File: config.mk
export PLATFORM = sky130hd
export DESIGN_NAME = lspc_cordic_stage
export DESIGN_NICKNAME = d
export VERILOG_FILES = /design/src/hdl/laser_scan_polar_to_cartesian_core_macros.svh /design/src/hdl/lspc_pkg.sv /design/src/hdl/lspc_cordic_stage.sv
export SDC_FILE = /design/constraint.sdc
export NUM_CORES = 1
export LEC_CHECK = 0
export ABC_AREA = 1
export BUFFER_PORTS_ARGS = -buffer_cell sky130_fd_sc_hd__buf_2
export CAP_MARGIN = 5
export CELL_PAD_IN_SITES_DETAIL_PLACEMENT = 1
export CELL_PAD_IN_SITES_GLOBAL_PLACEMENT = 1
export CORE_ASPECT_RATIO = 1.25
export CORE_MARGIN = 2
export CORE_UTILIZATION = 26
export DETAILED_ROUTE_END_ITERATION = 10
export HOLD_SLACK_MARGIN = 0.02
export PLACE_DENSITY = 0.57
export SKIP_LAST_GASP = 1
export SYNTH_ARGS = -nofsm -noshare
export SYNTH_HDL_FRONTEND = slang
export SYNTH_SLANG_ARGS = --single-unit
File: constraint.sdc
create_clock -name clk_i -period 7 [get_ports clk_i]
set_clock_uncertainty 0.05 [all_clocks]
set_input_delay 1.75 -clock clk_i [delete_from_list [all_inputs] [get_ports clk_i]]
set_output_delay 1.75 -clock clk_i [all_outputs]
set_load 0.03 [all_outputs]
File: src/hdl/laser_scan_polar_to_cartesian_core_macros.svh
// Assertion macros shared by the laser scan polar-to-cartesian RTL.
// Assumes clk_i and rst_ni exist in the module that uses them.
`ifndef LASER_SCAN_POLAR_TO_CARTESIAN_CORE_MACROS_SVH
`define LASER_SCAN_POLAR_TO_CARTESIAN_CORE_MACROS_SVH

`ifndef ASSERT_OFF
// Check a property on every clock edge outside reset
`define LSPC_ASSERT(lbl, prop, msg) \
  lbl: assert property (@(posedge clk_i) disable iff (!rst_ni) prop) \
    else $error(msg);
// Check that a condition never holds
`define LSPC_ASSERT_NEVER(lbl, cond, msg) \
  `LSPC_ASSERT(lbl, !(cond), msg)
`else
`define LSPC_ASSERT(lbl, prop, msg)
`define LSPC_ASSERT_NEVER(lbl, cond, msg)
`endif

`endif

File: src/hdl/lspc_pkg.sv
// Shared types, constants and the arctangent table for the polar-to-cartesian core.
// No dependencies.
`timescale 1ns / 1ps

package lspc_pkg;

  localparam int RangeW      = 20;
  localparam int IdxW        = 12;
  localparam int AngW        = 16;
  localparam int CoordW      = 21;
  localparam int CfgW        = 20;
  localparam int CfgIdxW     = 2;
  localparam int MaxSamples  = 4096;
  localparam int CordicSteps = 20;
  localparam int StepW       = 5;
  localparam int GainW       = 24;
  localparam int ProdW       = RangeW + GainW;
  localparam int XyW         = 31;
  localparam int ZW          = 32;

  // Gain compensation 0.60725 in Q24
  localparam logic [GainW-1:0] GainQ24 = 24'd10188014;

  // Configuration register indexes
  typedef enum logic [CfgIdxW-1:0] {
    RegMinRange   = 2'd0,
    RegMaxRange   = 2'd1,
    RegStartAngle = 2'd2,
    RegAngleStep  = 2'd3
  } lspc_reg_e;

  // Quadrant of the beam angle, in quarter turns
  typedef enum logic [1:0] {
    Quad0   = 2'd0,
    Quad90  = 2'd1,
    Quad180 = 2'd2,
    Quad270 = 2'd3
  } lspc_quad_e;

  typedef struct packed {
    logic [RangeW-1:0] min_range;
    logic [RangeW-1:0] range_max;
    logic [AngW-1:0]   start_angle;
    logic [AngW-1:0]   angle_step;
  } lspc_cfg_t;

  // Rotation state carried down the pipeline
  typedef struct packed {
    logic signed [XyW-1:0] x;
    logic signed [XyW-1:0] y;
    logic signed [ZW-1:0]  z;
    lspc_quad_e            quad;
    logic [IdxW-1:0]       idx;
  } lspc_rot_t;

  // Arctangent of 2^-step in 2^-32 turn units
  function automatic logic signed [ZW-1:0] atan_angle(input logic [StepW-1:0] step);
    logic signed [ZW-1:0] val;
    case (step)
      5'd0:    val = 32'sh20000000;
      5'd1:    val = 32'sh12E4051E;
      5'd2:    val = 32'sh09FB385B;
      5'd3:    val = 32'sh051111D4;
      5'd4:    val = 32'sh028B0D43;
      5'd5:    val = 32'sh0145D7E1;
      5'd6:    val = 32'sh00A2F61E;
      5'd7:    val = 32'sh00517C55;
      5'd8:    val = 32'sh0028BE53;
      5'd9:    val = 32'sh00145F2F;
      5'd10:   val = 32'sh000A2F98;
      5'd11:   val = 32'sh000517CC;
      5'd12:   val = 32'sh00028BE6;
      5'd13:   val = 32'sh000145F3;
      5'd14:   val = 32'sh0000A2FA;
      5'd15:   val = 32'sh0000517D;
      5'd16:   val = 32'sh000028BE;
      5'd17:   val = 32'sh0000145F;
      5'd18:   val = 32'sh00000A30;
      5'd19:   val = 32'sh00000518;
      default: val = '0;
    endcase
    return val;
  endfunction

endpackage

File: src/hdl/lspc_cordic_stage.sv
// One registered rotation-mode CORDIC iteration with its own valid/ready.
// Depends on lspc_pkg.
`timescale 1ns / 1ps

module lspc_cordic_stage #(
  parameter int STEP = 0
) (
  input  logic                clk_i,
  input  logic                rst_ni,
  input  logic                valid_i,
  output logic                ready_o,
  input  lspc_pkg::lspc_rot_t data_i,
  output logic                valid_o,
  input  logic                ready_i,
  output lspc_pkg::lspc_rot_t data_o
);
  import lspc_pkg::*;

  localparam logic signed [ZW-1:0] Atan = atan_angle(StepW'(STEP));

  logic                  valid_q;
  logic signed [XyW-1:0] dx, dy;
  lspc_rot_t             data_d, data_q;

  assign ready_o = !valid_q || ready_i;

  // Rotate toward zero residual angle
  always_comb begin
    dx     = data_i.y >>> STEP;
    dy     = data_i.x >>> STEP;
    data_d = data_i;
    if (!data_i.z[ZW-1]) begin
      data_d.x = data_i.x - dx;
      data_d.y = data_i.y + dy;
      data_d.z = data_i.z - Atan;
    end else begin
      data_d.x = data_i.x + dx;
      data_d.y = data_i.y - dy;
      data_d.z = data_i.z + Atan;
    end
  end

  always_ff @(posedge clk_i or negedge rst_ni) begin
    if (!rst_ni) begin
      valid_q <= 1'b0;
    end else if (ready_o) begin
      valid_q <= valid_i;
    end
  end

  // Hold the payload while stalled
  always_ff @(posedge clk_i) begin
    if (valid_i && ready_o) begin
      data_q <= data_d;
    end
  end

  assign valid_o = valid_q;
  assign data_o  = data_q;

endmodule

# == Word level (Yosys, flattened, before mapping) ==
# Cells that the tools add are included.
# word_totals
register_bits,109
output_inout_bits,110
word_cells,15
# classes
addsub,5
mux,1
reduce_logical,3
# op_table
operator,count
2-to-1 mux 94 bit,1
subtractor 31 bit,2
"adder 32 x 31 -> 32 bit, second input constant",1
"subtractor 32 x 31 -> 32 bit, second input constant",1
adder 31 bit,1
logical AND 1 bit,1
logical NOT 1 bit,1
logical OR 1 bit,1

# == Longest topological paths before layout ==
# Gate-level depths: netlist (run 1).
# logic_depth
word_depth,3
ltp_mapped,16
ltp_nobuf,15

# == Worst setup path after synthesis (run 1) ==
# No wires, ideal clock.
# synth_path
kind,input port to flip-flop
startpoint,in valid_i
endpoint,"reg data_q, in the netlist data_o[0] (enable)"
setup_ns,0.608
t_arrival_ns,6.952
required_time_ns,6.342
setup_slack_ns,-0.610
path_stages,2
path_buffers,0
cell_sequence,inv_1 > a21oi_1
# synth_via
elab_chain_cells,1
# synth_rtl
element,line,source
from (decl),lspc_cordic_stage.sv:10,"input logic valid_i,"
logical AND 1 bit,lspc_cordic_stage.sv:53,if (valid_i && ready_o) begin
to (signal assigned),lspc_cordic_stage.sv:54,data_q <= data_d;
to (decl),lspc_cordic_stage.sv:23,"lspc_rot_t data_d, data_q;"
# No other way between the ends.
# A chain may end at the register's enable or synchronous reset.

# == Worst setup path after layout (run 1) ==
# layout_path
startpoint,in ready_i
endpoint,out ready_o
# layout_via
elab_chain_cells,1
# layout_rtl
element,line,source
from (decl),lspc_cordic_stage.sv:14,"input logic ready_i,"
logical OR 1 bit,lspc_cordic_stage.sv:25,assign ready_o = !valid_q || ready_i;
to (decl),lspc_cordic_stage.sv:11,"output logic ready_o,"
# No other way between the ends.

==> flow_summary.json, run 1 <==
{
  "n_fill_cell": 5122,
  "yosysSeqAreaShare_pct": 30.8,
  "antenna_left": 0,
  "p_comb_share_pct": 38.7,
  "area_growth_pct": 17.1,
  "multi_input_area_um2": 5910,
  "slew_headroom_pct": 33.9,
  "tns_ps": 0,
  "grt_pass1_wl_um": 60600,
  "yosys_warnings": 0,
  "synth_cell_types": 45,
  "wire_per_inst_um": 17.5,
  "drv_cap": 0,
  "period_share_pct": 57.2,
  "syn_inst": 1554,
  "fin_nets": 1954,
  "grt_overflow": 0,
  "fp-row-count": 82,
  "clock-root-buffer": "clkbuf_16",
  "outcome": "finished clean",
  "die_area_um2": 42000,
  "grt_max_degree": 75,
  "critPathRequiredTime_ps": 5200,
  "post_cts_buffers": 0,
  "p_sw_w": 0.000932,
  "power.total_w": 0.00223,
  "synth_area_um2": 10500,
  "clk_path_buf_depth": 2,
  "switching_share_pct": 41.9,
  "p_clk_share_pct": 25.5,
  "hpwl_um": 33800,
  "clock_latency_ps": 370,
  "critPathKind": "in -> out",
  "p_leak_nw": 6.61,
  "synth-edff-count": 107,
  "final_hold_viol_count": 0,
  "core_area_um2": 40000,
  "seq_power_share_pct": 35.9,
  "clock.fmax_mhz": 250,
  "htreeDepth": 3,
  "synth_nets": 1760,
  "gp_congestion": 0.861,
  "end_kind": "output port",
  "ctsHoldBuffers": 0,
  "grt_pass1_vias": 11100,
  "synthFlopType": "edfxtp_1",
  "min_to": "valid_o",
  "io_pins": 222,
  "antenna_found_initial": 0,
  "hp-start": "valid_o",
  "final_cell_mix": "534 x nand2_1, 278 x inv_1, 221 x buf_2",
  "whs_ps": 542,
  "die_h_um": 229,
  "yosysTopAreaCellShare_pct": 30.6,
  "io_buffers": 221,
  "drt_iter0_markers": 372,
  "post_synth.cell_area_avg_um2": 6.76,
  "synth_seq_cells": 108,
  "mostFrequentLayoutCell": "nand2_1",
  "track_usage_pct": 19.0,
  "dr.pass1.iters": 4,
  "async_flop_share_pct": 0.926,
  "reg2reg_depth": 3,
  "clkTransAtPathRegs_ps": 80,
  "post_cts_resized": 0,
  "die_w_um": 184,
  "rsz0062_at_grt": "no",
  "num_vias": 10300,
  "yosysTopAreaCell": "edfxtp_1",
  "p_int_w": 0.00129,
  "min_path_cells": 2,
  "via_per_inst": 4.56,
  "startpoint_type": "input port",
  "p_per_area_nw_per_um2": 181,
  "tightest_slew_ps": 992,
  "drive_gt1_share_pct": 17.2,
  "cts_tree": "done",
  "setup_viol": 0,
  "ys_top_cells_by_area": "edfxtp_1 31%, nand2_1 19%, ha_1 11%",
  "finalWorstSetupSlack_ps": 3000,
  "drc": 0,
  "clock_sinks": 108,
  "dp_worst_setup_slack_ps": 2730,
  "r2r-start": "valid_o",
  "postLayoutCoreUtil_pct": 30.8,
  "drt_wl_total_um": 39400,
  "critPathLaunch": "ready_i",
  "final_max_slew_viol_count": 0,
  "ir_drop_mv": 0.141,
  "ff2ff_setup_slack_ps": 4690,
  "initial_core_util_pct": 26.3,
  "cts_buffers": 9,
  "regToRegEndpoint": "data_o[31]",
  "critPathMaxFanout": 2,
  "min_path_type": "reg -> reg",
  "final.min_clock_period_ps": 4000,
  "cp.arrival_ps": 2200,
  "seq_area_um2": 3240
}
## cells in the mapped netlist (6+ instances only)
cell and instances:
buf_2 10, o21ai_0 34, o21ai_1 11, a21oi_1 70
nand2_1 534, ha_1 90, nand3_1 145, nor2_2 18
inv_2 9, edfxtp_1 107, nor2_1 92, inv_1 278
buf_6 6, nand2_2 13, buf_4 20, o21bai_1 15
xor2_1 26, nand4_1 21
## per-layer routing
metal	track usage, %	vias up	wire (um)	share of wire (%)
li1	-	5249	-	-
met1	22.0	4858	16700	42
met2	36.3	169	21000	53
met3	2.14	26	1100	2.8
met4	5.00	0	637	1.6
met5	0	-	0	0
## power by group through the flow
stage | logic [W] | clock network (W) | registers [W]
final | 0.000861 | 0.000567 | 0.000799
after global routing | 0.000964 | 0.000609 | 0.000805
after CTS | 0.000876 | 0.000595 | 0.000801
after detailed placement | 0.000873 | 0 | 0.000815
after global placement | 0.000859 | 0 | 0.000815
after floorplan | 0.000485 | 0 | 0.000921
## through the flow
step	std cells	instance area, um^2
after floorplan	1554	10500
after global placement	2241	12000
final	2258	12300
after global routing	2257	12300
after CTS	2257	12300
after detailed placement	2241	12000
## layout make-up
cell class              instances  share of cell area, %
diodes                          1                 0.0203
clock buffers                   9                   1.83
clock inverters                 7                  0.701
inverters                     289                   8.81
multi-input cells            1115                   48.0
flip-flops and latches        108                   26.3
well taps                     504                   5.12
repair buffers                225                   9.23
## sequential cells by signal, summed over array words and instances, names as in the netlist
name and flops:
data_o 107, valid_o 1
## worst max path at each step
stage	to	slack [ps]
2_1_floorplan	data_o[0]	1590
3_3_place_gp	data_o[68]	2750
3_5_place_dp	data_o[99]	2730
4_1_cts	ready_o	2990
5_1_grt	data_o[99]	2940
6_report	ready_o	3000
## critical path, stage by stage
cell and delay (ps):
buf_2 90, inv_1 100, nand2_1 80, buf_2 180
## cell families after synthesis
group / after synthesis / synth area share (%)
xor gates and xnor gates: 28 / 2.33
and+or+nand+nor: 850 / 34.6
buffers and inverters: 331 / 13.1
adders and majority gates: 94 / 11.5
AOI/OAI and AO/OA: 141 / 7.47
DFF: 108 / 30.8
muxes: 2 / 0.191
No activity file was read; power rests on OpenSTA's default activity.
==> inputs of run 2 (changes only) <==
PLACE_DENSITY = 0.59   (was 0.57)
clock period = 3.55 ns   (was 7 ns; I/O delays follow)
==> flow_summary.json, run 2 (synthesis results as in run 1) <==
{
  "outcome": "finished clean",
  "drc": 0,
  "die_w_um": 184,
  "die_area_um2": 42000,
  "clock_sinks": 108,
  "final_max_slew_viol_count": 0,
  "end_kind": "register",
  "hpwl_um": 33800,
  "clk_path_buf_depth": 2,
  "clkTransAtPathRegs_ps": 90,
  "ir_drop_mv": 0.235,
  "power.total_w": 0.00440,
  "final.min_clock_period_ps": 2910,
  "via_per_inst": 4.58,
  "clock.fmax_mhz": 344,
  "die_h_um": 229,
  "p_leak_nw": 6.66,
  "antenna_left": 0,
  "cp.arrival_ps": 3000,
  "cts_tree": "done",
  "grt_max_degree": 108,
  "final_cell_mix": "534 x nand2_1, 278 x inv_1, 221 x buf_2",
  "drt_iter0_markers": 459,
  "startpoint_type": "input port",
  "htreeDepth": 3,
  "drt_wl_total_um": 39900,
  "switching_share_pct": 41.7,
  "tightest_slew_ps": 700,
  "critPathRequiredTime_ps": 3650,
  "p_sw_w": 0.00184,
  "p_clk_share_pct": 25.2,
  "drv_cap": 0,
  "dr.pass1.iters": 4,
  "clock_latency_ps": 380,
  "setup_viol": 0,
  "post_cts_resized": 0,
  "min_path_type": "in -> async",
  "period_share_pct": 81.8,
  "grt_pass1_vias": 10900,
  "cts_buffers": 9,
  "drive_gt1_share_pct": 17.5,
  "final_hold_viol_count": 0,
  "ctsHoldBuffers": 0,
  "fp-row-count": 82,
  "p_int_w": 0.00257,
  "track_usage_pct": 19.0,
  "io_pins": 222,
  "p_per_area_nw_per_um2": 355,
  "critPathMaxFanout": 10,
  "post_cts_buffers": 0,
  "n_fill_cell": 5118,
  "io_buffers": 221,
  "rsz0062_at_grt": "no",
  "gp_congestion": 0.853,
  "postLayoutCoreUtil_pct": 31.0,
  "wire_per_inst_um": 17.6,
  "clock-root-buffer": "clkbuf_16",
  "mostFrequentLayoutCell": "nand2_1",
  "whs_ps": 212,
  "grt_pass1_wl_um": 60700,
  "grt_overflow": 0,
  "dpl_cell_area_um2": 12100,
  "fin_nets": 1962,
  "p_comb_share_pct": 39.1,
  "area_growth_pct": 18.0,
  "seq_power_share_pct": 35.8,
  "tns_ps": 0,
  "antenna_found_initial": 0,
  "core_area_um2": 40000,
  "initial_core_util_pct": 26.3,
  "slew_headroom_pct": 53.4,
  "final_area_um2": 12400,
  "num_vias": 10400,
  "antenna_cells": 0,
  "largest_reg_flops": 107,
  "critPathKind": "in -> reg"
}
[run 2: changes by cell type in the layout (fill, tap and decap cells not counted)]
| cell | before | now |
|---|---|---|
| buf_4 | 4 | 10 |
| inv_12 | 1 | 0 |
| clkinv_8 | 2 | 4 |
| buf_12 | 0 | 2 |
| diode_2 | 1 | 0 |
| inv_6 | 2 | 1 |
[run 2: final timing paths]
path / from / endpoint / slack (ps) / cells past startpoint
min reg2reg: valid_o / valid_o / 540 / 2
max reg2reg: valid_o / data_o[63] / 1970 / 2
min: rst_ni / valid_o / 210 / 1
min in group clk_i: valid_o / valid_o / 540 / 2
max in group asynchronous: rst_ni / valid_o / 3160 / 1
max: data_i[58] / data_o[76] / 640 / 13
[run 2: cell type report]
class | count | area [um^2] | area share [%]
Clock buffer | 9 | 225 | 1.82
Inverter | 289 | 1080 | 8.75
Multi-Input combinational cell | 1115 | 5910 | 47.6
Sequential cell | 108 | 3240 | 26.1
Timing Repair Buffer | 233 | 1220 | 9.85
Clock inverter | 7 | 93.8 | 0.757
Tap cell | 504 | 631 | 5.09
[run 2: routing by layer]
| layer | part of all wire [%] | vias up | track usage [%] |
|---|---|---|---|
| li1 | - | 5254 | - |
| met1 | 43 | 4877 | 22.6 |
| met2 | 52 | 196 | 35.7 |
| met3 | 3.0 | 41 | 2.12 |
| met4 | 2.3 | 0 | 5.40 |
| met5 | 0 | - | 0 |
[run 2: worst max-delay path: stages]
cell,delay [ps]
buf_2,120
inv_1,50
ha_1,600
nand2_1,210
nor2_2,280
and2_1,180
nand2_1,70
nand2_1,200
nand2_1,130
nand2_1,90
nand2_1,50
nand3_1,70
nand2_1,70
[run 2: power by group through the flow]
stage | clock, W | combinational, W | sequential, W
4_1_cts | 0.00116 | 0.00175 | 0.00158
5_1_grt | 0.00119 | 0.00191 | 0.00159
3_3_place_gp | 0 | 0.00172 | 0.00161
3_5_place_dp | 0 | 0.00174 | 0.00161
6_report | 0.00111 | 0.00172 | 0.00157
2_1_floorplan | 0 | 0.000957 | 0.00181
[run 2: through the flow]
| step | worst slack (ps) | cells |
|---|---|---|
| global route | 397 | 2265 |
| floorplan | 315 | 1554 |
| finish | 645 | 2265 |
| global placement | 223 | 2249 |
| detailed placement | 183 | 2249 |
| CTS | 627 | 2265 |
