==> config.mk <==
export PLATFORM = sky130hd
export DESIGN_NAME = lspc_back_flat
export DESIGN_NICKNAME = d
export VERILOG_FILES = /design/src/hdl/laser_scan_polar_to_cartesian_core_macros.svh /design/src/hdl/lspc_pkg.sv /design/src/hdl/lspc_stream_if.sv /design/src/hdl/lspc_back.sv /design/src/flat_wrapper.sv
export SDC_FILE = /design/constraint.sdc
export NUM_CORES = 1
export LEC_CHECK = 0
export BUFFER_PORTS_ARGS = -buffer_cell sky130_fd_sc_hd__buf_2
export CORE_MARGIN = 8
export CORE_UTILIZATION = 30
export CTS_CLUSTER_SIZE = 14
export DETAILED_ROUTE_END_ITERATION = 8
export PLACE_DENSITY = 0.51
export SLEW_MARGIN = 20
export SYNTH_ARGS = -nofsm -noshare
export SYNTH_HDL_FRONTEND = slang
export SYNTH_SLANG_ARGS = --single-unit
export TNS_END_PERCENT = 10
==> constraint.sdc <==
create_clock -name clk_i -period 5.9 [get_ports clk_i]
set_input_delay 0.59 -clock clk_i [delete_from_list [all_inputs] [get_ports clk_i]]
set_output_delay 0.59 -clock clk_i [all_outputs]
set_load 0.01 [all_outputs]
==> src/hdl/laser_scan_polar_to_cartesian_core_macros.svh <==
// Assertion macros shared by the laser scan polar-to-cartesian RTL.
// Assumes clk_i and rst_ni exist in the module that uses them.
`ifndef LASER_SCAN_POLAR_TO_CARTESIAN_CORE_MACROS_SVH
`define LASER_SCAN_POLAR_TO_CARTESIAN_CORE_MACROS_SVH

`ifndef ASSERT_OFF
// Check a property on every clock edge outside reset
`define LSPC_ASSERT(lbl, prop, msg) \
  lbl: assert property (@(posedge clk_i) disable iff (!rst_ni) prop) \
    else $error(msg);
// Check that a condition never holds
`define LSPC_ASSERT_NEVER(lbl, cond, msg) \
  `LSPC_ASSERT(lbl, !(cond), msg)
`else
`define LSPC_ASSERT(lbl, prop, msg)
`define LSPC_ASSERT_NEVER(lbl, cond, msg)
`endif

`endif

==> src/hdl/lspc_pkg.sv <==
// Shared types, constants and the arctangent table for the polar-to-cartesian core.
// No dependencies.
`timescale 1ns / 1ps

package lspc_pkg;

  localparam int RangeW      = 20;
  localparam int IdxW        = 12;
  localparam int AngW        = 16;
  localparam int CoordW      = 21;
  localparam int CfgW        = 20;
  localparam int CfgIdxW     = 2;
  localparam int MaxSamples  = 4096;
  localparam int CordicSteps = 20;
  localparam int StepW       = 5;
  localparam int GainW       = 24;
  localparam int ProdW       = RangeW + GainW;
  localparam int XyW         = 31;
  localparam int ZW          = 32;

  // Gain compensation 0.60725 in Q24
  localparam logic [GainW-1:0] GainQ24 = 24'd10188014;

  // Configuration register indexes
  typedef enum logic [CfgIdxW-1:0] {
    RegMinRange   = 2'd0,
    RegMaxRange   = 2'd1,
    RegStartAngle = 2'd2,
    RegAngleStep  = 2'd3
  } lspc_reg_e;

  // Quadrant of the beam angle, in quarter turns
  typedef enum logic [1:0] {
    Quad0   = 2'd0,
    Quad90  = 2'd1,
    Quad180 = 2'd2,
    Quad270 = 2'd3
  } lspc_quad_e;

  typedef struct packed {
    logic [RangeW-1:0] min_range;
    logic [RangeW-1:0] range_max;
    logic [AngW-1:0]   start_angle;
    logic [AngW-1:0]   angle_step;
  } lspc_cfg_t;

  // Rotation state carried down the pipeline
  typedef struct packed {
    logic signed [XyW-1:0] x;
    logic signed [XyW-1:0] y;
    logic signed [ZW-1:0]  z;
    lspc_quad_e            quad;
    logic [IdxW-1:0]       idx;
  } lspc_rot_t;

  // Arctangent of 2^-step in 2^-32 turn units
  function automatic logic signed [ZW-1:0] atan_angle(input logic [StepW-1:0] step);
    logic signed [ZW-1:0] val;
    case (step)
      5'd0:    val = 32'sh20000000;
      5'd1:    val = 32'sh12E4051E;
      5'd2:    val = 32'sh09FB385B;
      5'd3:    val = 32'sh051111D4;
      5'd4:    val = 32'sh028B0D43;
      5'd5:    val = 32'sh0145D7E1;
      5'd6:    val = 32'sh00A2F61E;
      5'd7:    val = 32'sh00517C55;
      5'd8:    val = 32'sh0028BE53;
      5'd9:    val = 32'sh00145F2F;
      5'd10:   val = 32'sh000A2F98;
      5'd11:   val = 32'sh000517CC;
      5'd12:   val = 32'sh00028BE6;
      5'd13:   val = 32'sh000145F3;
      5'd14:   val = 32'sh0000A2FA;
      5'd15:   val = 32'sh0000517D;
      5'd16:   val = 32'sh000028BE;
      5'd17:   val = 32'sh0000145F;
      5'd18:   val = 32'sh00000A30;
      5'd19:   val = 32'sh00000518;
      default: val = '0;
    endcase
    return val;
  endfunction

endpackage

==> src/hdl/lspc_stream_if.sv <==


interface lspc_point_if;
  logic                               valid;
  logic                               ready;
  logic signed [lspc_pkg::CoordW-1:0] point_x;
  logic signed [lspc_pkg::CoordW-1:0] point_y;
  logic [lspc_pkg::IdxW-1:0]          point_index;

  modport source (output valid, output point_x, output point_y, output point_index,
                  input ready);
  modport sink   (input valid, input point_x, input point_y, input point_index,
                  output ready);
endinterface

==> src/hdl/lspc_back.sv <==
// Back end: quarter-turn rotation, rounding, saturation and output register.
// Depends on lspc_pkg, lspc_stream_if.
`timescale 1ns / 1ps

module lspc_back (
  input  logic                clk_i,
  input  logic                rst_ni,
  input  logic                valid_i,
  output logic                ready_o,
  input  lspc_pkg::lspc_rot_t data_i,
  lspc_point_if.source        point_o
);
  import lspc_pkg::*;

  localparam int WideW = XyW + 1;
  localparam int ShW   = WideW - 8;
  localparam logic signed [ShW-1:0] CoordMax = ShW'((1 << (CoordW - 1)) - 1);
  localparam logic signed [ShW-1:0] CoordMin = -ShW'(1 << (CoordW - 1));

  logic                     valid_q;
  logic signed [WideW-1:0]  c, s, px, py;
  logic signed [CoordW-1:0] x_d, y_d, x_q, y_q;
  logic [IdxW-1:0]          idx_q;

  function automatic logic signed [CoordW-1:0] finish(input logic signed [WideW-1:0] v);
    logic signed [WideW-1:0] sum;
    logic signed [ShW-1:0]   sh;
    logic signed [CoordW-1:0] res;
    sum = v + WideW'(128);
    sh  = ShW'(sum >>> 8);
    if (sh > CoordMax) begin
      res = CoordMax[CoordW-1:0];
    end else if (sh < CoordMin) begin
      res = CoordMin[CoordW-1:0];
    end else begin
      res = sh[CoordW-1:0];
    end
    return res;
  endfunction

  assign ready_o = !valid_q || point_o.ready;

  // Rotate by whole quarter turns, then round and saturate
  always_comb begin
    c = WideW'(data_i.x);
    s = WideW'(data_i.y);
    case (data_i.quad)
      Quad0:   begin px = c;  py = s;  end
      Quad90:  begin px = -s; py = c;  end
      Quad180: begin px = -c; py = -s; end
      Quad270: begin px = s;  py = -c; end
      default: begin px = c;  py = s;  end
    endcase
    x_d = finish(px);
    y_d = finish(py);
  end

  always_ff @(posedge clk_i or negedge rst_ni) begin
    if (!rst_ni) begin
      valid_q <= 1'b0;
    end else if (ready_o) begin
      valid_q <= valid_i;
    end
  end

  always_ff @(posedge clk_i) begin
    if (valid_i && ready_o) begin
      x_q   <= x_d;
      y_q   <= y_d;
      idx_q <= data_i.idx;
    end
  end

  assign point_o.valid       = valid_q;
  assign point_o.point_x     = x_q;
  assign point_o.point_y     = y_q;
  assign point_o.point_index = idx_q;

endmodule

==> src/flat_wrapper.sv <==
// flat-port wrapper written by rule: the top's interface ports become plain ports
module lspc_back_flat import lspc_pkg::*;
  (clk_i, rst_ni, valid_i, ready_o, data_i, point_o_valid, point_o_point_x, point_o_point_y, point_o_point_index, point_o_ready);
  lspc_point_if point_o_i ();
  input  logic clk_i;
  input  logic rst_ni;
  input  logic valid_i;
  output logic ready_o;
  input  lspc_pkg::lspc_rot_t data_i;
  output wire logic [$bits(point_o_i.valid)-1:0] point_o_valid;
  output wire logic [$bits(point_o_i.point_x)-1:0] point_o_point_x;
  output wire logic [$bits(point_o_i.point_y)-1:0] point_o_point_y;
  output wire logic [$bits(point_o_i.point_index)-1:0] point_o_point_index;
  input wire logic [$bits(point_o_i.ready)-1:0] point_o_ready;
  assign point_o_valid = point_o_i.valid;
  assign point_o_point_x = point_o_i.point_x;
  assign point_o_point_y = point_o_i.point_y;
  assign point_o_point_index = point_o_i.point_index;
  assign point_o_i.ready = point_o_ready;
  lspc_back u_core (.clk_i(clk_i), .rst_ni(rst_ni), .valid_i(valid_i), .ready_o(ready_o), .data_i(data_i), .point_o(point_o_i));
endmodule
# Word level (Yosys, flattened, before mapping)

Index checks and enable logic that the tools add are counted.

Output and inout port bits: 56
Bits of input ports: 112
Bits in registers: 55

$lt $le $gt $ge: 4
Mux-type cells: 4
Equal/unequal tests: 3
Reduce and logical (&&, ||, !) cells: 4
Add/sub/neg operators: 4

Operators with widths:

| kind                  | number |
|---|---|
| $pmux 32 s4           | 2 |
| $add 32x9->32 const B | 2 |
| $neg 31->32           | 2 |
| $gt 24x21->1 const B  | 2 |
| $lt 24x21->1 const B  | 2 |
| $mux 21               | 2 |
| $eq 2x2->1 const B    | 2 |
| $eq 2x1->1 const B    | 1 |
| $logic_not 2->1       | 1 |
| $logic_and 1x1->1     | 1 |
| $logic_not 1->1       | 1 |
| $logic_or 1x1->1      | 1 |

# Depth between registers and ports, before layout

Depth in word-level cells: 5
Mapped depth: 18
Depth with buffers taken out: 13

# Worst setup path after synthesis

No wires, ideal clock.

Path kind: input port to flip-flop
Start: input port data_i[12] (netlist bit)
End: register u_core.x_q[0] (netlist: u_core.point_o.point_x[0]), data pin
Path slack: 1,638 ps
Required time: 5,633 ps
Arrival time: 3,995 ps
Cell stages on the path: 17
Path through: buf_2 -> buf_2 -> clkbuf_1 -> buf_2 -> buf_2 -> buf_2 -> clkbuf_1 -> nor2_1 -> a21oi_1 -> ha_1 -> nor4b_1 -> nor2b_1 -> clkbuf_1 -> a41oi_1 -> o21ai_1 -> clkbuf_1 -> a21oi_1

Longest elaborated chain between the ends: 5
Elaborated cells between the ends (all ways): 9
Those cells by class: 1 x add/sub; 2 x order compare; 3 x eq/ne; 2 x mux; 1 x reduce/logical

Ends and longest elaborated chain:

| element                            | line              | text |
|---|---|---|
| start, declared                    | flat_wrapper.sv:9 | `input lspc_pkg::lspc_rot_t data_i;` |
| $eq 2x2->1 (tied with other cells) | lspc_back.sv:47   | `case (data_i.quad)` |
| $pmux 32 s4 (*)                    | lspc_back.sv:47   |  |
| $add 32x9->32 (*)                  | lspc_back.sv:29   | `sum = v + WideW'(128);` |
| $lt 24x21->1                       | lspc_back.sv:33   | `end else if (sh < CoordMin) begin` |
| $mux 21                            | lspc_back.sv:33   |  |
| end signal, assigned               | lspc_back.sv:68   | `x_q <= x_d;` |
| end, declared                      | lspc_back.sv:22   | `logic signed [CoordW-1:0] x_d, y_d, x_q, y_q;` |

Mark *: on every way between the ends. The rest lies on a longest branch, timed or not.
A chain may end at the register's enable or synchronous reset.

# Final worst setup path

Start: input port data_i[51] (netlist bit)
End: register u_core.x_q[12] (netlist: u_core.point_o.point_x[12]), data pin

Longest elaborated chain between the ends: 5
Elaborated cells between the ends (all ways): 6
Those cells by class: 2 x add/sub; 2 x order compare; 2 x mux

Ends and longest elaborated chain:

| element           | line            | text |
|---|---|---|
| $neg 31->32       | lspc_back.sv:49 | `Quad90: begin px = -s; py = c; end` |
| $pmux 32 s4 (*)   | lspc_back.sv:47 |  |
| $add 32x9->32 (*) | lspc_back.sv:29 |  |
| $lt 24x21->1      | lspc_back.sv:33 |  |
| $mux 21           | lspc_back.sv:33 |  |

Marks and branches as above.

==> flow_summary.toml <==
[run_status]
run_status = "completed"

[yosys]
simple_gate_share_of_the_synthesized_area = 0.272
synth_edf_count = 54
synthTopCellsByArea = "sky130_fd_sc_hd__edfxtp_1 (27%), sky130_fd_sc_hd__xnor2_1 (5.2%), sky130_fd_sc_hd__xor2_1 (4.3%), sky130_fd_sc_hd__a21oi_1 (4.1%), sky130_fd_sc_hd__nand2_1 (4.1%)"
synth.ff_latch_count = 55
netlist.top_cell.by_area = "sky130_fd_sc_hd__edfxtp_1"
syn_area_per_cell_sq_um = 8.28
netlist_instances = 714
synth.lib_cells_used.distinct = 88
synth_area_sq_um = 5910
synth.top_cell.area_share = 0.274
synth_top_family_by_area = "simple AND/OR/NAND/NOR gates"
synth-seq-area-share = 0.279
share_of_flip_flops_with_an_asynchronous_set_or_reset_after_synthesis = 0.0182
synthesized_area_fraction_occupied_by_adder_cells = 0.00423
synth-compound-area-share = 0.239
postSynth.topFlopCell = "sky130_fd_sc_hd__edfxtp_1"
synthXorXnorAreaFrac = 0.0948
synth_mux_area_frac = 0.0527
synth.yosys.warnings = 0
syn_nets = 828

[timing]
timing.max_slew.rel_slack = 0.390
setup_viol = 0
drv_slew = 0
clock-skew-final_ns = 0.00425
finalHoldViolations = 0
final_clock_period_utilization_by_the_worst_path = 0.783
unrepaired_setup_endpoints_after_global_routing = "no"
max_freq_mhz = 217
worst_hold_slack_ns = 0.0488
setup_slack_ns = 1.28
finalCriticalPeriod_ns = 4.62
setup_total_negative_slack_ns = 0
timing_worst_slew_pin_value_ns = 0.913

[clocking]
h_tree_lvl_count = 2
cts_setup_buffers = 0
clkSinkCount = 55
number_of_cts_inserted_buffers = 5
clock_insertion_delay_worst_skew_ns = 0.30
clk_transition_reported_paths_ns = 0.07
hold_bufs_at_cts = 0
cts_tree = "done"
root_buffer = "sky130_fd_sc_hd__clkbuf_16"
clk_path_buf_depth = 2
post_cts_resized = 0

[critical_path]
timing.critical_path.to_type = "flop"
required_time_of_the_worst_setup_path_ns = 5.95
setup.worst_path.class = "in2reg"
cp_data_arrival_time_ns = 4.67
critical_path.max_fanout = 20
start_kind = "primary input"

[place]
sum_of_net_half_perimeters_after_detailed_placement_um = 15400
post_dp_cell_area_sq_um = 6800
port_buffers = 135
pre_cts_ws_ns = 1.00
gp_congestion = 0.848

[finish]
drive_gt1_frac = 0.263
area_growth_syn_to_layout_pct = 18.4
commonest_non_fill_non_tap_cell_in_the_layout = "sky130_fd_sc_hd__buf_2"
final_nets = 928
most-common-layout-cells = "sky130_fd_sc_hd__buf_2 (135), sky130_fd_sc_hd__nand2_1 (64), sky130_fd_sc_hd__edfxtp_1 (54), sky130_fd_sc_hd__nor2_1 (51), sky130_fd_sc_hd__a21oi_1 (48)"
final_design_area_no_fill_sq_um = 7000

[drt]
route.final.wire_length_um = 19700
detailedRoute.firstPassIterationCount = 5
drtAntennaViolNets = 0
routed-via-count = 5941
route.detailed.vias_per_inst = 5.50
drcViolationCount = 0
initialDrtViolationCount = 432
routed_wire_length_per_instance_um = 18.3

[power]
power_after_layout_mw = 1.32
total_leakage_power_nw = 2.49
power.density_cell_area_nw_per_um2 = 188
peakVddDrop_v = 0.000106

[die]
coreArea_sq_um = 19400
top_level_ports = 168
placementRows = 51
floorplan.die.height_um = 156
floorplan.initialDensity = 0.305
dieArea_sq_um = 24500
die-width_um = 156

[global_routing]
grt_first_pass_wirelength_um = 30800
grt_max_degree = 55
remaining_global_route_overflow = 0
grtUsageTotal = 0.158
number_of_global_route_vias_before_repair = 5658
antenna_found_initial = 2

[hold_path]
hold_path_class = "in2async"

[job]
cap_violations = 0
## sequential cells by signal, summed over array words and instances (netlist names)
register and count:
u_core.point_o.valid 1, u_core.point_o.point_x 21, u_core.point_o.point_index 12, u_core.point_o.point_y 21
## cells in the mapped netlist (4+ instances only)
cell	count
sky130_fd_sc_hd__nand2_1	64
sky130_fd_sc_hd__edfxtp_1	54
sky130_fd_sc_hd__nor2_1	51
sky130_fd_sc_hd__a21oi_1	48
sky130_fd_sc_hd__xnor2_1	35
sky130_fd_sc_hd__clkbuf_1	33
sky130_fd_sc_hd__nor3_1	31
sky130_fd_sc_hd__nand3_1	29
sky130_fd_sc_hd__xor2_1	29
sky130_fd_sc_hd__o21ai_0	23
sky130_fd_sc_hd__mux2i_1	21
sky130_fd_sc_hd__nor4_1	20
sky130_fd_sc_hd__or3_1	16
sky130_fd_sc_hd__buf_2	15
sky130_fd_sc_hd__a31oi_1	13
sky130_fd_sc_hd__inv_1	13
sky130_fd_sc_hd__o21ai_1	11
sky130_fd_sc_hd__o22ai_1	10
sky130_fd_sc_hd__nand2b_1	9
sky130_fd_sc_hd__nor2b_1	9
sky130_fd_sc_hd__o211ai_1	9
sky130_fd_sc_hd__o21ai_2	9
sky130_fd_sc_hd__a211oi_1	8
sky130_fd_sc_hd__and3_1	8
sky130_fd_sc_hd__buf_1	8
sky130_fd_sc_hd__nand4_1	8
sky130_fd_sc_hd__o31ai_1	7
sky130_fd_sc_hd__mux2_2	5
sky130_fd_sc_hd__o32ai_1	5
sky130_fd_sc_hd__or4_1	5
sky130_fd_sc_hd__a311oi_1	4
sky130_fd_sc_hd__a41oi_1	4
sky130_fd_sc_hd__and2_1	4
sky130_fd_sc_hd__buf_4	4
sky130_fd_sc_hd__nand4b_1	4
## cell type report
class | count | area (sq um)
Sequential cell | 55 | 1650
Clock buffer | 5 | 125
Fill cell | 2095 | 12400
Multi-Input combinational cell | 582 | 3940
Inverter | 14 | 52.6
Timing Repair Buffer | 156 | 833
Clock inverter | 3 | 67.6
Tap cell | 265 | 332
Antenna cell | 1 | 2.50
## per-layer routing
metal  wire length, um  vias up  track usage
li1                  -     2921            -
met1              8910     2828        0.207
met2              9400      169        0.264
met3              1070       19       0.0268
met4               323        4       0.0412
met5                23        -            0
## metrics by stage
stage,std cells,util
2_1_floorplan,714,-
3_3_place_gp,1072,0.351
3_5_place_dp,1072,0.351
4_1_cts,1080,0.361
5_1_grt,1080,0.361
6_report,1081,0.361
## kinds of logic after synthesis
kind of cell,Yosys count
multiplexers,28
AND/OR/NAND/NOR,288
adder cells (fa/ha/maj),2
flip-flops,55
buffers and inverters,77
AO/OA/AOI/OAI,200
XOR/XNOR,64
## worst paths after layout
path | end | depth (start not counted) | start | slack (ns)
hold reg to reg | u_core.point_o.valid | 2 | u_core.point_o.valid | 0.53
setup reg to reg | u_core.point_o.point_y[1] | 3 | u_core.point_o.valid | 4.32
min in group clk_i | u_core.point_o.point_index[3] | 1 | data_i[3] | 0.46
hold / removal | u_core.point_o.valid | 1 | rst_ni | 0.05
setup / recovery | u_core.point_o.point_x[12] | 13 | data_i[51] | 1.28
max in group asynchronous | u_core.point_o.valid | 1 | rst_ni | 5.77
## critical path: stages
cell	delay, ns
sky130_fd_sc_hd__buf_2	0.10
sky130_fd_sc_hd__or4_4	0.56
sky130_fd_sc_hd__nor3_2	0.60
sky130_fd_sc_hd__nand2_2	0.30
sky130_fd_sc_hd__a31o_1	0.27
sky130_fd_sc_hd__or3_4	0.42
sky130_fd_sc_hd__nand4b_2	0.29
sky130_fd_sc_hd__nor4b_4	0.50
sky130_fd_sc_hd__nand3_1	0.17
sky130_fd_sc_hd__mux2_2	0.31
sky130_fd_sc_hd__a211oi_2	0.21
sky130_fd_sc_hd__buf_4	0.26
sky130_fd_sc_hd__a21oi_1	0.07
## power by group
group	total, mW	internal (mW)	switching [mW]	leakage (nW)
clock network	0.389	0.243	0.145	0.0900
registers	0.484	0.477	0.00719	0.518
logic	0.442	0.169	0.273	1.88
No activity file was read; power rests on OpenSTA's default activity.
