===== src/hdl/laser_scan_polar_to_cartesian_core_macros.svh =====
// Assertion macros shared by the laser scan polar-to-cartesian RTL.
// Assumes clk_i and rst_ni exist in the module that uses them.
`ifndef LASER_SCAN_POLAR_TO_CARTESIAN_CORE_MACROS_SVH
`define LASER_SCAN_POLAR_TO_CARTESIAN_CORE_MACROS_SVH

`ifndef ASSERT_OFF
// Check a property on every clock edge outside reset
`define LSPC_ASSERT(lbl, prop, msg) \
  lbl: assert property (@(posedge clk_i) disable iff (!rst_ni) prop) \
    else $error(msg);
// Check that a condition never holds
`define LSPC_ASSERT_NEVER(lbl, cond, msg) \
  `LSPC_ASSERT(lbl, !(cond), msg)
`else
`define LSPC_ASSERT(lbl, prop, msg)
`define LSPC_ASSERT_NEVER(lbl, cond, msg)
`endif

`endif


===== src/hdl/lspc_pkg.sv =====
// Shared types, constants and the arctangent table for the polar-to-cartesian core.
// No dependencies.
`timescale 1ns / 1ps

package lspc_pkg;

  localparam int RangeW      = 20;
  localparam int IdxW        = 12;
  localparam int AngW        = 16;
  localparam int CoordW      = 21;
  localparam int CfgW        = 20;
  localparam int CfgIdxW     = 2;
  localparam int MaxSamples  = 4096;
  localparam int CordicSteps = 20;
  localparam int StepW       = 5;
  localparam int GainW       = 24;
  localparam int ProdW       = RangeW + GainW;
  localparam int XyW         = 31;
  localparam int ZW          = 32;

  // Gain compensation 0.60725 in Q24
  localparam logic [GainW-1:0] GainQ24 = 24'd10188014;

  // Configuration register indexes
  typedef enum logic [CfgIdxW-1:0] {
    RegMinRange   = 2'd0,
    RegMaxRange   = 2'd1,
    RegStartAngle = 2'd2,
    RegAngleStep  = 2'd3
  } lspc_reg_e;

  // Quadrant of the beam angle, in quarter turns
  typedef enum logic [1:0] {
    Quad0   = 2'd0,
    Quad90  = 2'd1,
    Quad180 = 2'd2,
    Quad270 = 2'd3
  } lspc_quad_e;

  typedef struct packed {
    logic [RangeW-1:0] min_range;
    logic [RangeW-1:0] range_max;
    logic [AngW-1:0]   start_angle;
    logic [AngW-1:0]   angle_step;
  } lspc_cfg_t;

  // Rotation state carried down the pipeline
  typedef struct packed {
    logic signed [XyW-1:0] x;
    logic signed [XyW-1:0] y;
    logic signed [ZW-1:0]  z;
    lspc_quad_e            quad;
    logic [IdxW-1:0]       idx;
  } lspc_rot_t;

  // Arctangent of 2^-step in 2^-32 turn units
  function automatic logic signed [ZW-1:0] atan_angle(input logic [StepW-1:0] step);
    logic signed [ZW-1:0] val;
    case (step)
      5'd0:    val = 32'sh20000000;
      5'd1:    val = 32'sh12E4051E;
      5'd2:    val = 32'sh09FB385B;
      5'd3:    val = 32'sh051111D4;
      5'd4:    val = 32'sh028B0D43;
      5'd5:    val = 32'sh0145D7E1;
      5'd6:    val = 32'sh00A2F61E;
      5'd7:    val = 32'sh00517C55;
      5'd8:    val = 32'sh0028BE53;
      5'd9:    val = 32'sh00145F2F;
      5'd10:   val = 32'sh000A2F98;
      5'd11:   val = 32'sh000517CC;
      5'd12:   val = 32'sh00028BE6;
      5'd13:   val = 32'sh000145F3;
      5'd14:   val = 32'sh0000A2FA;
      5'd15:   val = 32'sh0000517D;
      5'd16:   val = 32'sh000028BE;
      5'd17:   val = 32'sh0000145F;
      5'd18:   val = 32'sh00000A30;
      5'd19:   val = 32'sh00000518;
      default: val = '0;
    endcase
    return val;
  endfunction

endpackage


===== src/hdl/lspc_stream_if.sv =====
// Valid/ready stream interfaces for range samples and cartesian points.
// Depends on lspc_pkg.
`timescale 1ns / 1ps

interface lspc_sample_if;
  logic                        valid;
  logic                        ready;
  logic [lspc_pkg::RangeW-1:0] range_sample;
  logic [lspc_pkg::IdxW-1:0]   sample_index;

  modport source (output valid, output range_sample, output sample_index, input ready);
  modport sink   (input valid, input range_sample, input sample_index, output ready);
endinterface



===== src/hdl/lspc_front.sv =====
// Front end: range window filter, gain multiply and beam angle (stage 1),
// start vector and quadrant split (stage 2). Depends on lspc_pkg, lspc_stream_if.
`timescale 1ns / 1ps
`include "laser_scan_polar_to_cartesian_core_macros.svh"

module lspc_front (
  input  logic                clk_i,
  input  logic                rst_ni,
  input  lspc_pkg::lspc_cfg_t cfg_i,
  lspc_sample_if.sink         sample_i,
  output logic                valid_o,
  input  logic                ready_i,
  output lspc_pkg::lspc_rot_t data_o
);
  import lspc_pkg::*;

  localparam int AngProdW = AngW + IdxW;
  localparam logic signed [ZW-1:0] ZMax = 32'sd536805376;
  localparam logic signed [ZW-1:0] ZMin = -32'sd536870912;

  logic                v1_q, v2_q;
  logic                ready1, ready2;
  logic                keep;
  logic [ProdW-1:0]    prod_d, prod_q;
  logic [AngW-1:0]     ang_d, ang_q;
  logic [IdxW-1:0]     idx1_q;
  logic [AngProdW-1:0] step_prod;
  logic [ProdW-1:0]    prod_rnd;
  logic [AngW-1:0]     ang_bias;
  logic [AngW-1:0]     resid;
  lspc_rot_t           d2_d, d2_q;

  // Bubble-collapsing ready chain
  assign ready2         = !v2_q || ready_i;
  assign ready1         = !v1_q || ready2;
  assign sample_i.ready = ready1;

  // Window and scan length check
  assign keep = (int'(sample_i.sample_index) < MaxSamples) &&
                (sample_i.range_sample >= cfg_i.min_range) &&
                (sample_i.range_sample <= cfg_i.range_max);

  // Gain multiply and beam angle modulo a full turn
  assign prod_d    = ProdW'(sample_i.range_sample) * ProdW'(GainQ24);
  assign step_prod = AngProdW'(cfg_i.angle_step) * AngProdW'(sample_i.sample_index);
  assign ang_d     = cfg_i.start_angle + step_prod[AngW-1:0];

  // Stage 1 registers; drop samples outside the window
  always_ff @(posedge clk_i or negedge rst_ni) begin
    if (!rst_ni) begin
      v1_q <= 1'b0;
    end else if (ready1) begin
      v1_q <= sample_i.valid && keep;
    end
  end

  always_ff @(posedge clk_i) begin
    if (sample_i.valid && ready1) begin
      prod_q <= prod_d;
      ang_q  <= ang_d;
      idx1_q <= sample_i.sample_index;
    end
  end

  // Round the start magnitude and split the angle into quadrant and residual
  always_comb begin
    prod_rnd    = prod_q + ProdW'(32768);
    ang_bias    = ang_q + AngW'(16'h2000);
    d2_d.quad   = lspc_quad_e'(ang_bias[AngW-1:AngW-2]);
    resid       = ang_q - {ang_bias[AngW-1:AngW-2], {(AngW-2){1'b0}}};
    d2_d.x      = XyW'(prod_rnd[ProdW-1:16]);
    d2_d.y      = '0;
    d2_d.z      = {resid, {(ZW-AngW){1'b0}}};
    d2_d.idx    = idx1_q;
  end

  // Stage 2 registers
  always_ff @(posedge clk_i or negedge rst_ni) begin
    if (!rst_ni) begin
      v2_q <= 1'b0;
    end else if (ready2) begin
      v2_q <= v1_q;
    end
  end

  always_ff @(posedge clk_i) begin
    if (v1_q && ready2) begin
      d2_q <= d2_d;
    end
  end

  assign valid_o = v2_q;
  assign data_o  = d2_q;

  `LSPC_ASSERT(a_drop_outside_window, (sample_i.valid && sample_i.ready && ((sample_i.range_sample < cfg_i.min_range) || (sample_i.range_sample > cfg_i.range_max))) |=> !v1_q, "sample outside range window entered pipeline")
  `LSPC_ASSERT(a_residual_in_octant, v2_q |-> ((d2_q.z >= ZMin) && (d2_q.z <= ZMax)), "angle residual outside one eighth turn")

endmodule


===== src/flat_wrapper.sv =====
// flat-port wrapper written by rule: the top's interface ports become plain ports
module lspc_front_flat import lspc_pkg::*;
  (clk_i, rst_ni, cfg_i, valid_o, ready_i, data_o, sample_i_valid, sample_i_range_sample, sample_i_sample_index, sample_i_ready);
  lspc_sample_if sample_i_i ();
  input  logic clk_i;
  input  logic rst_ni;
  input  lspc_pkg::lspc_cfg_t cfg_i;
  output logic valid_o;
  input  logic ready_i;
  output lspc_pkg::lspc_rot_t data_o;
  input wire logic [$bits(sample_i_i.valid)-1:0] sample_i_valid;
  input wire logic [$bits(sample_i_i.range_sample)-1:0] sample_i_range_sample;
  input wire logic [$bits(sample_i_i.sample_index)-1:0] sample_i_sample_index;
  output wire logic [$bits(sample_i_i.ready)-1:0] sample_i_ready;
  assign sample_i_i.valid = sample_i_valid;
  assign sample_i_i.range_sample = sample_i_range_sample;
  assign sample_i_i.sample_index = sample_i_sample_index;
  assign sample_i_ready = sample_i_i.ready;
  lspc_front u_core (.clk_i(clk_i), .rst_ni(rst_ni), .cfg_i(cfg_i), .sample_i(sample_i_i), .valid_o(valid_o), .ready_i(ready_i), .data_o(data_o));
endmodule

===== config.mk =====
export PLATFORM = sky130hd
export DESIGN_NAME = lspc_front_flat
export DESIGN_NICKNAME = d
export VERILOG_FILES = /design/src/hdl/lspc_pkg.sv /design/src/hdl/lspc_stream_if.sv /design/src/hdl/lspc_front.sv /design/src/flat_wrapper.sv
export VERILOG_INCLUDE_DIRS = /design/src /design/src/hdl
export SDC_FILE = /design/constraint.sdc
export NUM_CORES = 1
export LEC_CHECK = 0
export BUFFER_PORTS_ARGS = -buffer_cell sky130_fd_sc_hd__buf_2
export CORE_MARGIN = 5
export CORE_UTILIZATION = 41
export CTS_CLUSTER_DIAMETER = 60
export CTS_CLUSTER_SIZE = 24
export DETAILED_ROUTE_END_ITERATION = 8
export GPL_ROUTABILITY_DRIVEN = 0
export HOLD_SLACK_MARGIN = 0.1
export PLACE_DENSITY = 0.7
export SYNTH_ARGS = -nofsm -noshare
export SYNTH_HDL_FRONTEND = slang
export SYNTH_SLANG_ARGS = --single-unit

===== constraint.sdc =====
create_clock -name clk_i -period 2.7 [get_ports clk_i]
set_input_delay 0.405 -clock clk_i [delete_from_list [all_inputs] [get_ports clk_i]]
set_output_delay 0.405 -clock clk_i [all_outputs]
set_load 0.01 [all_outputs]

Yosys cells after proc, flatten, opt, wreduce, memory -nomap -nowiden
Cells that the tools add are included.
- bits in registers: 131
- input bits: 108
- output and inout bits: 110
- word-level logic and storage cells: 25
- $add $sub $neg: 4
- multiply operators: 2
- order comparisons: 2
- reduce and logical (&&, ||, !) cells: 8
- operators by type and width (kind ; count):
    $add 44x16->44 const B ; 1
    $mul 20x23->43 const B ; 1
    $ge 20x20->1 ; 1
    $le 20x20->1 ; 1
    $add 16x14->16 const B ; 1
    $add 16x16->16 ; 1
    $mul 16x12->16 ; 1
    $sub 16x16->16 ; 1
    $logic_and 1x1->1 ; 4
    $logic_not 1->1 ; 2
    $logic_or 1x1->1 ; 2

Longest topological paths before layout
Gate-level depths: netlist of the first run.
- word-level depth: 4
- depth in mapped cells: 24
- mapped depth without buffers: 24

Least setup slack after synthesis of the first run
Ideal clock, no wire load.
- path type: input -> register
- start point: input sample_i_range_sample[17]
- end point: register u_core.prod_q[43], data pin
- setup time: 0.270 ns
- arrival time: 5.973 ns
- slack: -3.543 ns
- stages: 20
- buffers on the path: 0
- cells stage by stage: fa_1 inv_1 fa_1 inv_1 fa_1 fa_1 fa_1 fa_1 inv_1 fa_1 inv_1 ha_1 and2_4 a221oi_2 o211a_4 a31oi_4 o21ai_2 a21boi_2 nor4_1 a211oi_2
- word-level cells in the longest chain between the ends: 1
- RTL lines (element ; line ; source):
    from (decl) ; flat_wrapper.sv:12 ; input wire logic [$bits(sample_i_i.range_sample)-1:0] sample_i_range_sample;
    $mul 20x23->43 ; lspc_front.sv:44 ; assign prod_d = ProdW'(sample_i.range_sample) * ProdW'(GainQ24);
    net u_core.prod_d[43] ; lspc_front.sv:24 ; logic [ProdW-1:0] prod_d, prod_q;
    to (signal assigned) ; lspc_front.sv:59 ; prod_q <= prod_d;
    to (decl) ; lspc_front.sv:24 ;
The timed path passes the listed nets, and every way through them passes these cells.
A chain may end at the register's enable or synchronous reset.

Final worst setup path of the first run
- start point: input sample_i_range_sample[19]
- end point: register u_core.prod_q[24], data pin
Same word-level chain as after synthesis.

==> results of run 1 <==
[cell families (layout without fill, tap and decap cells)]
group / Yosys count / after routing
other: 1 / 50
muxes: 2 / 2
AOI/OAI and AO/OA: 129 / 129
xor gates and xnor gates: 87 / 87
buffers and inverters: 504 / 963
and+or+nand+nor: 285 / 285
adders and majority gates: 562 / 562
DFF: 117 / 117
[registers in the layout, indices dropped and copies added, names as in the netlist]
| name | flops |
|---|---|
| u_core.prod_q | 29 |
| u_core.data_o | 58 |
| u_core.ang_q | 16 |
| u_core.idx1_q | 12 |
| u_core.valid_o | 1 |
| u_core.v1_q | 1 |
[through the flow]
stage	area (sq um)	TNS [ns]	utilization [%]	worst slack, ns	cells
floorplan	18600	-99.67	-	-3.17	1736
global placement	21900	-115.61	50.7	-3.46	2718
detailed placement	21900	-118.50	50.7	-3.57	2718
CTS	23100	-93.67	53.4	-2.94	2764
global route	23600	-102.83	54.5	-3.21	2780
finish	23600	-97.75	54.5	-3.04	2780
[critical path, cell delays in order]
cell,delay (ns)
buf_8,0.11
fa_1,0.55
inv_1,0.06
fa_1,0.49
inv_2,0.05
fa_2,0.56
fa_1,0.44
fa_1,0.46
fa_1,0.51
inv_1,0.06
fa_1,0.50
inv_2,0.05
ha_4,0.26
buf_4,0.11
nand2_4,0.06
nor3_4,0.26
nand3_4,0.16
a31oi_4,0.28
buf_4,0.15
buf_6,0.09
o21a_1,0.13
nor2_1,0.05
xnor2_1,0.11
[per-layer routing]
layer | global-route usage (%) | vias up
met5 | 0 | -
met4 | 6.97 | 0
met3 | 4.05 | 89
met2 | 31.6 | 414
met1 | 24.4 | 6533
li1 | - | 6201
[worst paths after layout]
kind                       slack [ns]                   startpoint  depth (start not counted)                          end
setup reg to reg                 0.53  u_core.prod_q[17]$_DFFE_PP_                          8  u_core.data_o[99]$_DFFE_PP_
hold / removal                   0.25     sample_i_sample_index[9]                          1   u_core.idx1_q[9]$_DFFE_PP_
max in group asynchronous        2.30                       rst_ni                          2   u_core.valid_o$_DFFE_PN0P_
setup / recovery                -3.04    sample_i_range_sample[19]                         23  u_core.prod_q[24]$_DFFE_PP_
min in group asynchronous        0.30                       rst_ni                          2      u_core.v1_q$_DFFE_PN0N_
hold reg to reg                  0.40  u_core.idx1_q[10]$_DFFE_PP_                          0  u_core.data_o[10]$_DFFE_PP_
[synthesized netlist by cell type (7+ instances only)]
cell type,instances
a21o_1,30
and2_1,40
nor3_1,11
ha_1,272
fa_1,290
nand2_1,115
o21ai_0,10
buf_4,50
a21oi_1,28
nor2b_1,10
and3_1,11
clkbuf_1,13
inv_1,440
edfxtp_1,115
nand4_1,17
xnor2_1,69
o21ai_1,10
nor2_1,32
xor2_1,18
nand3_1,21
nand2b_1,7
[cell type report]
| cell class | instances | area [sq um] |
|---|---|---|
| Timing Repair Buffer | 491 | 3690 |
| Clock inverter | 15 | 155 |
| Fill cell | 3609 | 19700 |
| Inverter | 440 | 1660 |
| Tap cell | 585 | 732 |
| Multi-Input combinational cell | 1115 | 13400 |
| Sequential cell | 117 | 3500 |
| Clock buffer | 17 | 425 |
[repair_timing]
item | in CTS | in global routing
cloned | 0 | 0
hold buffers | 1 | 0
setup buffers | 16 | 18
endpoints found under the hold margin | 2 | 0
resized for setup | 133 | 74
pin swaps | 91 | 78
setup endpoints to repair | 42 | 41
==> impl_metrics.toml, run 1 <==
[timing]
fmax_mhz = 174
post-route-period-util_pct = 213
grt_setup_unrepaired = "yes"
worst_slack_ns = -3.04
finalSetupViolations = 41
min_period_ns = 5.74
slew_headroom_pct = 66.5
finClkSkew_ns = 0.0180
worst_hold_slack_ns = 0.249
drv_slew = 0
final-hold-violation-count = 0
tightest_slew_ns = 0.503

[global_route]
grt_max_degree = 25
grt_pass1_wl_microns = 71600
grt_usage_pct = 18.9
antenna_found_initial = 1
grt-ovfl-total = 0
grt_pass1_vias = 14200

[route]
top_layer = "met4"
ant_nets = 0
firstDrtPassIters = 5
postRouteWirelength_microns = 46300
wl_per_cell_microns = 16.6
drtIter0Drc = 588
drc = 0
wl_met2_microns = 22800
vias = 13200
route.met3.wl_microns = 2890
routed_via_density = 4.76
drt-met1-wl_microns = 19000

[logic_synthesis]
synthTopCellsByArea = "fa_1 (32%), edfxtp_1 (19%), ha_1 (19%)"
netlist_area_sq_mm = 0.0180
yosys_warnings = 0
ys_async_sr_fraction_pct = 1.71
synth_cells = 1687
synth-simple-area-share_pct = 7.95
synth_flop_cell = "edfxtp_1"
synth_xor_area_share_pct = 4.23
synthAdderAreaFrac_pct = 51.2
synth_compound_area_share_pct = 5.47
synth_area_leader_cell = "fa_1"
ys_ff_latch = 117
synth_edf_count = 115
synth.yosys.seq_area_share_pct = 19.5
synthMuxAreaShare_pct = 0.111
synth.avg_cell_area_sq_um = 10.7
synth_top_area_share_pct = 32.3
synth_top_family_by_area = "adder cells"
synth_cell_type_count = 61

[cts]
clkSinkCount = 117
path_clk_slew_ns = 0.06
clk_latency_ns = 0.44
cts_buffers = 17
max-clock-path-buffers = 2
cts_tree = "done"
cts_root_buf = "clkbuf_16"
htreeDepth = 4

[final_layout]
nNetsFinal = 2852
area_growth_pct = 31.0
mostFrequentLayoutCells = "inv_1 (403), buf_4 (291), fa_1 (267), ha_1 (241), buf_2 (143)"
final_common_cell = "inv_1"
diodes = 0
drive_gt1_share_pct = 32.3

[job]
cap_violations = 0

[floorplan]
ios = 218
rows = 76
fp.dieH_microns = 219
die_w_microns = 219
die_area_sq_mm = 0.0482
coreArea_sq_mm = 0.0433
initial_core_util_pct = 41.6

[worst_hold_path]
hp-class = "primary input to flip-flop"

[setup_path]
crit_path_end_kind = "flip-flop"
start_kind = "primary input"
cp.required_ns = 2.87
worstPathArrival_ns = 5.91
path_max_fanout = 4
critPathKind = "primary input to flip-flop"

[placement]
place_hpwl_microns = 39600
port_buffers = 167

[status]
status = "finished, violations left"
violations = "negative setup slack"
Power of run 1 is left out: the tool's default activity adds up to more than one toggle a clock period on the data nets, which glitch-free logic cannot reach.
==> run 2: changes to the inputs <==
- CORE_ASPECT_RATIO: not set -> 0.6
- CTS_CLUSTER_DIAMETER: 60 -> not set
==> impl_metrics.toml, run 2 (same netlist as run 1, synthesis figures left out) <==
[route]
firstDrtPassIters = 5
postRouteWirelength_microns = 50100
drtIter0Drc = 1018
drc = 0
wl_per_cell_microns = 18.1
vias = 13400
routed_via_density = 4.84
ant_nets = 0

[final_layout]
mostFrequentLayoutCells = "inv_1 (407), buf_4 (283), fa_1 (270), ha_1 (240), buf_2 (138)"
design_area_sq_mm = 0.0236
area_growth_pct = 31.0
nNetsFinal = 2842
final_common_cell = "inv_1"
drive_gt1_share_pct = 31.9
largest_reg_flops = 58
multi_input_area_sq_mm = 0.0135
seq_area_sq_mm = 0.00350
diodes = 0
fin_util_pct = 54.4
fillers = 3616

[timing]
worst_slack_ns = -3.11
drv_slew = 0
post-route-period-util_pct = 215
finalSetupViolations = 41
slew_headroom_pct = 66.3
finClkSkew_ns = 0.0196
fmax_mhz = 172
min_period_ns = 5.81
tightest_slew_ns = 0.503
final-hold-violation-count = 0
grt_setup_unrepaired = "yes"

[setup_path]
path_max_fanout = 3
critPathKind = "primary input to flip-flop"
crit_top_cell = "fa_1"
worstPathArrival_ns = 5.97
start_kind = "primary input"
r2r_start = "u_core.prod_q[17]$_DFFE_PP_"
r2r_end = "u_core.data_o[99]$_DFFE_PP_"
cp.required_ns = 2.86
reg2reg_setup_slack_ns = 0.42
cp-endpoint = "u_core.prod_q[24]$_DFFE_PP_"
cp_slowest_cell = "fa_1"
reg2reg_depth = 8
crit_start = "sample_i_range_sample[5]"
critPathMaxStageDelay_ns = 0.56
crit_path_end_kind = "flip-flop"

[floorplan]
fp.dieH_microns = 172
die_area_sq_mm = 0.0483
ios = 218
coreArea_sq_mm = 0.0433
initial_core_util_pct = 41.5
die_w_microns = 280
rows = 59

[global_route]
antenna_found_initial = 1
grt_usage_pct = 20.7
grt_pass1_wl_microns = 77400
grt_pass1_vias = 14200
grt_max_degree = 59
grt-ovfl-total = 0

[status]
violations = "negative setup slack"
status = "finished, violations left"

[placement]
place_area_sq_mm = 0.0219
port_buffers = 167
place_hpwl_microns = 42900

[cts]
cts_root_buf = "clkbuf_16"
max-clock-path-buffers = 2
clk_latency_ns = 0.43
clkSinkCount = 117
htreeDepth = 4
cts_tree = "done"
cts_buffers = 17
path_clk_slew_ns = 0.06

[job]
cap_violations = 0

[worst_hold_path]
hp-class = "primary input to flip-flop"
run 2: cell count changes in the layout (fill, tap and decap cells not counted), moves of 4 or more:
cell / delta
buf_2: -5
buf_4: -8
buf_6: -5
clkbuf_4: +6
clkinv_2: -4
inv_1: +4
inv_2: -5
inv_6: +4
inv_8: +4
nand2_1: +4
xnor2_1: -4
xnor2_2: +4
run 2: how the worst min path moves through the flow:
stage / to / cells past startpoint / from
after floorplan: u_core.v1_q$_DFFE_PN0N_ / 0 / rst_ni
after global placement: u_core.valid_o$_DFFE_PN0P_ / 1 / rst_ni
after detailed placement: u_core.valid_o$_DFFE_PN0P_ / 1 / rst_ni
after CTS: u_core.v1_q$_DFFE_PN0N_ / 2 / sample_i_valid
after global routing: u_core.v1_q$_DFFE_PN0N_ / 2 / sample_i_valid
final: u_core.idx1_q[4]$_DFFE_PP_ / 1 / sample_i_sample_index[4]
run 2: critical path: cells and delay by family:
family / cells / cell delay [ns]
xor gates and xnor gates: 1 / 0.12
and+or+nand+nor: 4 / 0.37
adders and majority gates: 8 / 3.67
AOI/OAI and AO/OA: 2 / 0.40
buffers and inverters: 11 / 0.97
run 2: repair_timing:
action	CTS	global route
pin swaps	81	42
hold buffers	1	0
setup endpoints to repair	42	41
cloned	2	0
gates resized for setup	148	64
hold endpoints to repair	2	0
setup buffers	15	12
run 2: per-stage QoR:
step                      std cells  hold WS (ns)  TNS (ns)  setup WS (ns)
after global routing           2764         0.227   -101.55          -3.22
after CTS                      2755         0.212    -94.42          -3.05
after global placement         2708         0.195   -117.77          -3.53
after detailed placement       2708         0.203   -121.21          -3.64
after floorplan                1736         0.109    -99.67          -3.17
final                          2764         0.247    -97.11          -3.11
run 2: layout make-up:
class                   instances  area share (%)
repair buffers                481            15.5
clock inverters                15           0.653
well taps                     579            3.07
inverters                     440            7.03
multi-input cells            1115            57.1
flip-flops and latches        117            14.9
clock buffers                  17            1.80
run 2: layer usage:
layer | share of wire, % | GRT usage [%]
met2 | 42 | 29.9
met5 | 0.026 | 0
met3 | 10 | 7.61
met1 | 46 | 30.0
met4 | 1.9 | 4.49
Power of run 2 is left out for the same reason.
==> run 3: changes to the inputs <==
- SETUP_SLACK_MARGIN: not set -> 0.3
==> impl_metrics.toml, run 3 (same netlist as run 1, synthesis figures left out) <==
[timing]
drv_slew = 0
worst_slack_ns = -3.13
grt_setup_unrepaired = "yes"
tightest_slew_ns = 0.551
min_period_ns = 5.83
finalSetupViolations = 41
finClkSkew_ns = 0.0197
worst_hold_slack_ns = 0.254
final-hold-violation-count = 0
fmax_mhz = 171
slew_headroom_pct = 63.1
post-route-period-util_pct = 216
setup_tns_ns = -98.88

[placement]
placed_cells = 2714
pre_cts_ws_ns = -3.68
port_buffers = 167
place_hpwl_microns = 42700

[global_route]
antenna_found_initial = 1
grt_pass1_vias = 14200
grt_max_degree = 59
grt_usage_pct = 20.7
grt-ovfl-total = 0
grt_pass1_wl_microns = 77000

[setup_path]
cp.required_ns = 2.87
r2r_end = "u_core.data_o[101]$_DFFE_PP_"
reg2reg_setup_slack_ns = 0.46
path_max_fanout = 3
r2r_start = "u_core.prod_q[17]$_DFFE_PP_"
worstPathArrival_ns = 6.00
crit_path_end_kind = "flip-flop"
start_kind = "primary input"
critPathKind = "primary input to flip-flop"
reg2reg_depth = 8

[cts]
cts_tree = "done"
htreeDepth = 4
cts_buffers = 17
cts_root_buf = "clkbuf_16"
clkSinkCount = 117
clk_latency_ns = 0.43
path_clk_slew_ns = 0.07
max-clock-path-buffers = 2

[route]
drtIter0Drc = 974
routed_via_density = 4.84
vias = 13400
drc = 0
wl_per_cell_microns = 18.0
ant_nets = 0
postRouteWirelength_microns = 49900
firstDrtPassIters = 7

[final_layout]
nNetsFinal = 2855
final_common_cell = "inv_1"
diodes = 0
area_growth_pct = 32.2
finalNonFillerCells = 2777
drive_gt1_share_pct = 32.5
largest_reg_flops = 58
mostFrequentLayoutCells = "inv_1 (405), buf_4 (291), fa_1 (271), ha_1 (242), buf_2 (136)"

[floorplan]
initial_core_util_pct = 41.5
fp.dieH_microns = 172
die_area_sq_mm = 0.0483
ios = 218
rows = 59
die_w_microns = 280
coreArea_sq_mm = 0.0433

[job]
cap_violations = 0

[status]
status = "finished, violations left"
violations = "negative setup slack"

[worst_hold_path]
min_to = "u_core.valid_o$_DFFE_PN0P_"
min_from = "ready_i"
hp-class = "primary input to flip-flop"
hold_path_depth = 3
run 3: layout make-up:
type | instances | area (sq um)
Fill cell | 3652 | 19500
Multi-Input combinational cell | 1115 | 13500
Timing Repair Buffer | 494 | 3800
Sequential cell | 117 | 3500
Inverter | 440 | 1660
Tap cell | 579 | 724
Clock buffer | 17 | 425
Clock inverter | 15 | 178
run 3: what timing repair did:
item / CTS / global route
pin swaps: 82 / 81
gates cloned: 1 / 0
hold buffers: 1 / 0
endpoints found under the hold margin: 2 / 0
buffers inserted: 17 / 12
gates resized for setup: 153 / 86
setup endpoints to repair: 42 / 47
run 3: critical path, cell delays in order:
cell and delay [ns]:
buf_8 0.11, fa_1 0.57, inv_1 0.06, fa_1 0.50, inv_2 0.06, fa_2 0.59, fa_1 0.44, fa_1 0.49
fa_1 0.51, inv_1 0.05, fa_1 0.49, inv_2 0.05, ha_4 0.22, and2_4 0.15, a221oi_4 0.24, o211a_4 0.25
a31oi_4 0.13, a221oi_4 0.33, nor2_1 0.09, o21ai_1 0.16, xnor2_1 0.09
run 3: per-stage QoR:
stage          area (sq um)  util, %
2_1_floorplan         18600        -
3_3_place_gp          22000     50.7
4_1_cts               23300     53.8
5_1_grt               23800     54.9
3_5_place_dp          22000     50.7
6_report              23800     54.9
run 3: how the worst max path moves through the flow:
stage                                              to                 startpoint
after floorplan           u_core.prod_q[37]$_DFFE_PP_   sample_i_range_sample[5]
after global placement    u_core.prod_q[43]$_DFFE_PP_  sample_i_range_sample[19]
after detailed placement  u_core.prod_q[43]$_DFFE_PP_  sample_i_range_sample[19]
after CTS                 u_core.prod_q[42]$_DFFE_PP_  sample_i_range_sample[19]
after global routing      u_core.prod_q[33]$_DFFE_PP_  sample_i_range_sample[19]
final                     u_core.prod_q[33]$_DFFE_PP_  sample_i_range_sample[19]
run 3: routing by layer:
metal  track usage, %  vias up  routed length (microns)
li1                 -     6212                        -
met1             29.3     6715                    22100
met4             4.25        2                      764
met5                0        -                       13
met2             30.4      449                    21700
met3             8.04       49                     5370
Power of run 3 is left out for the same reason.
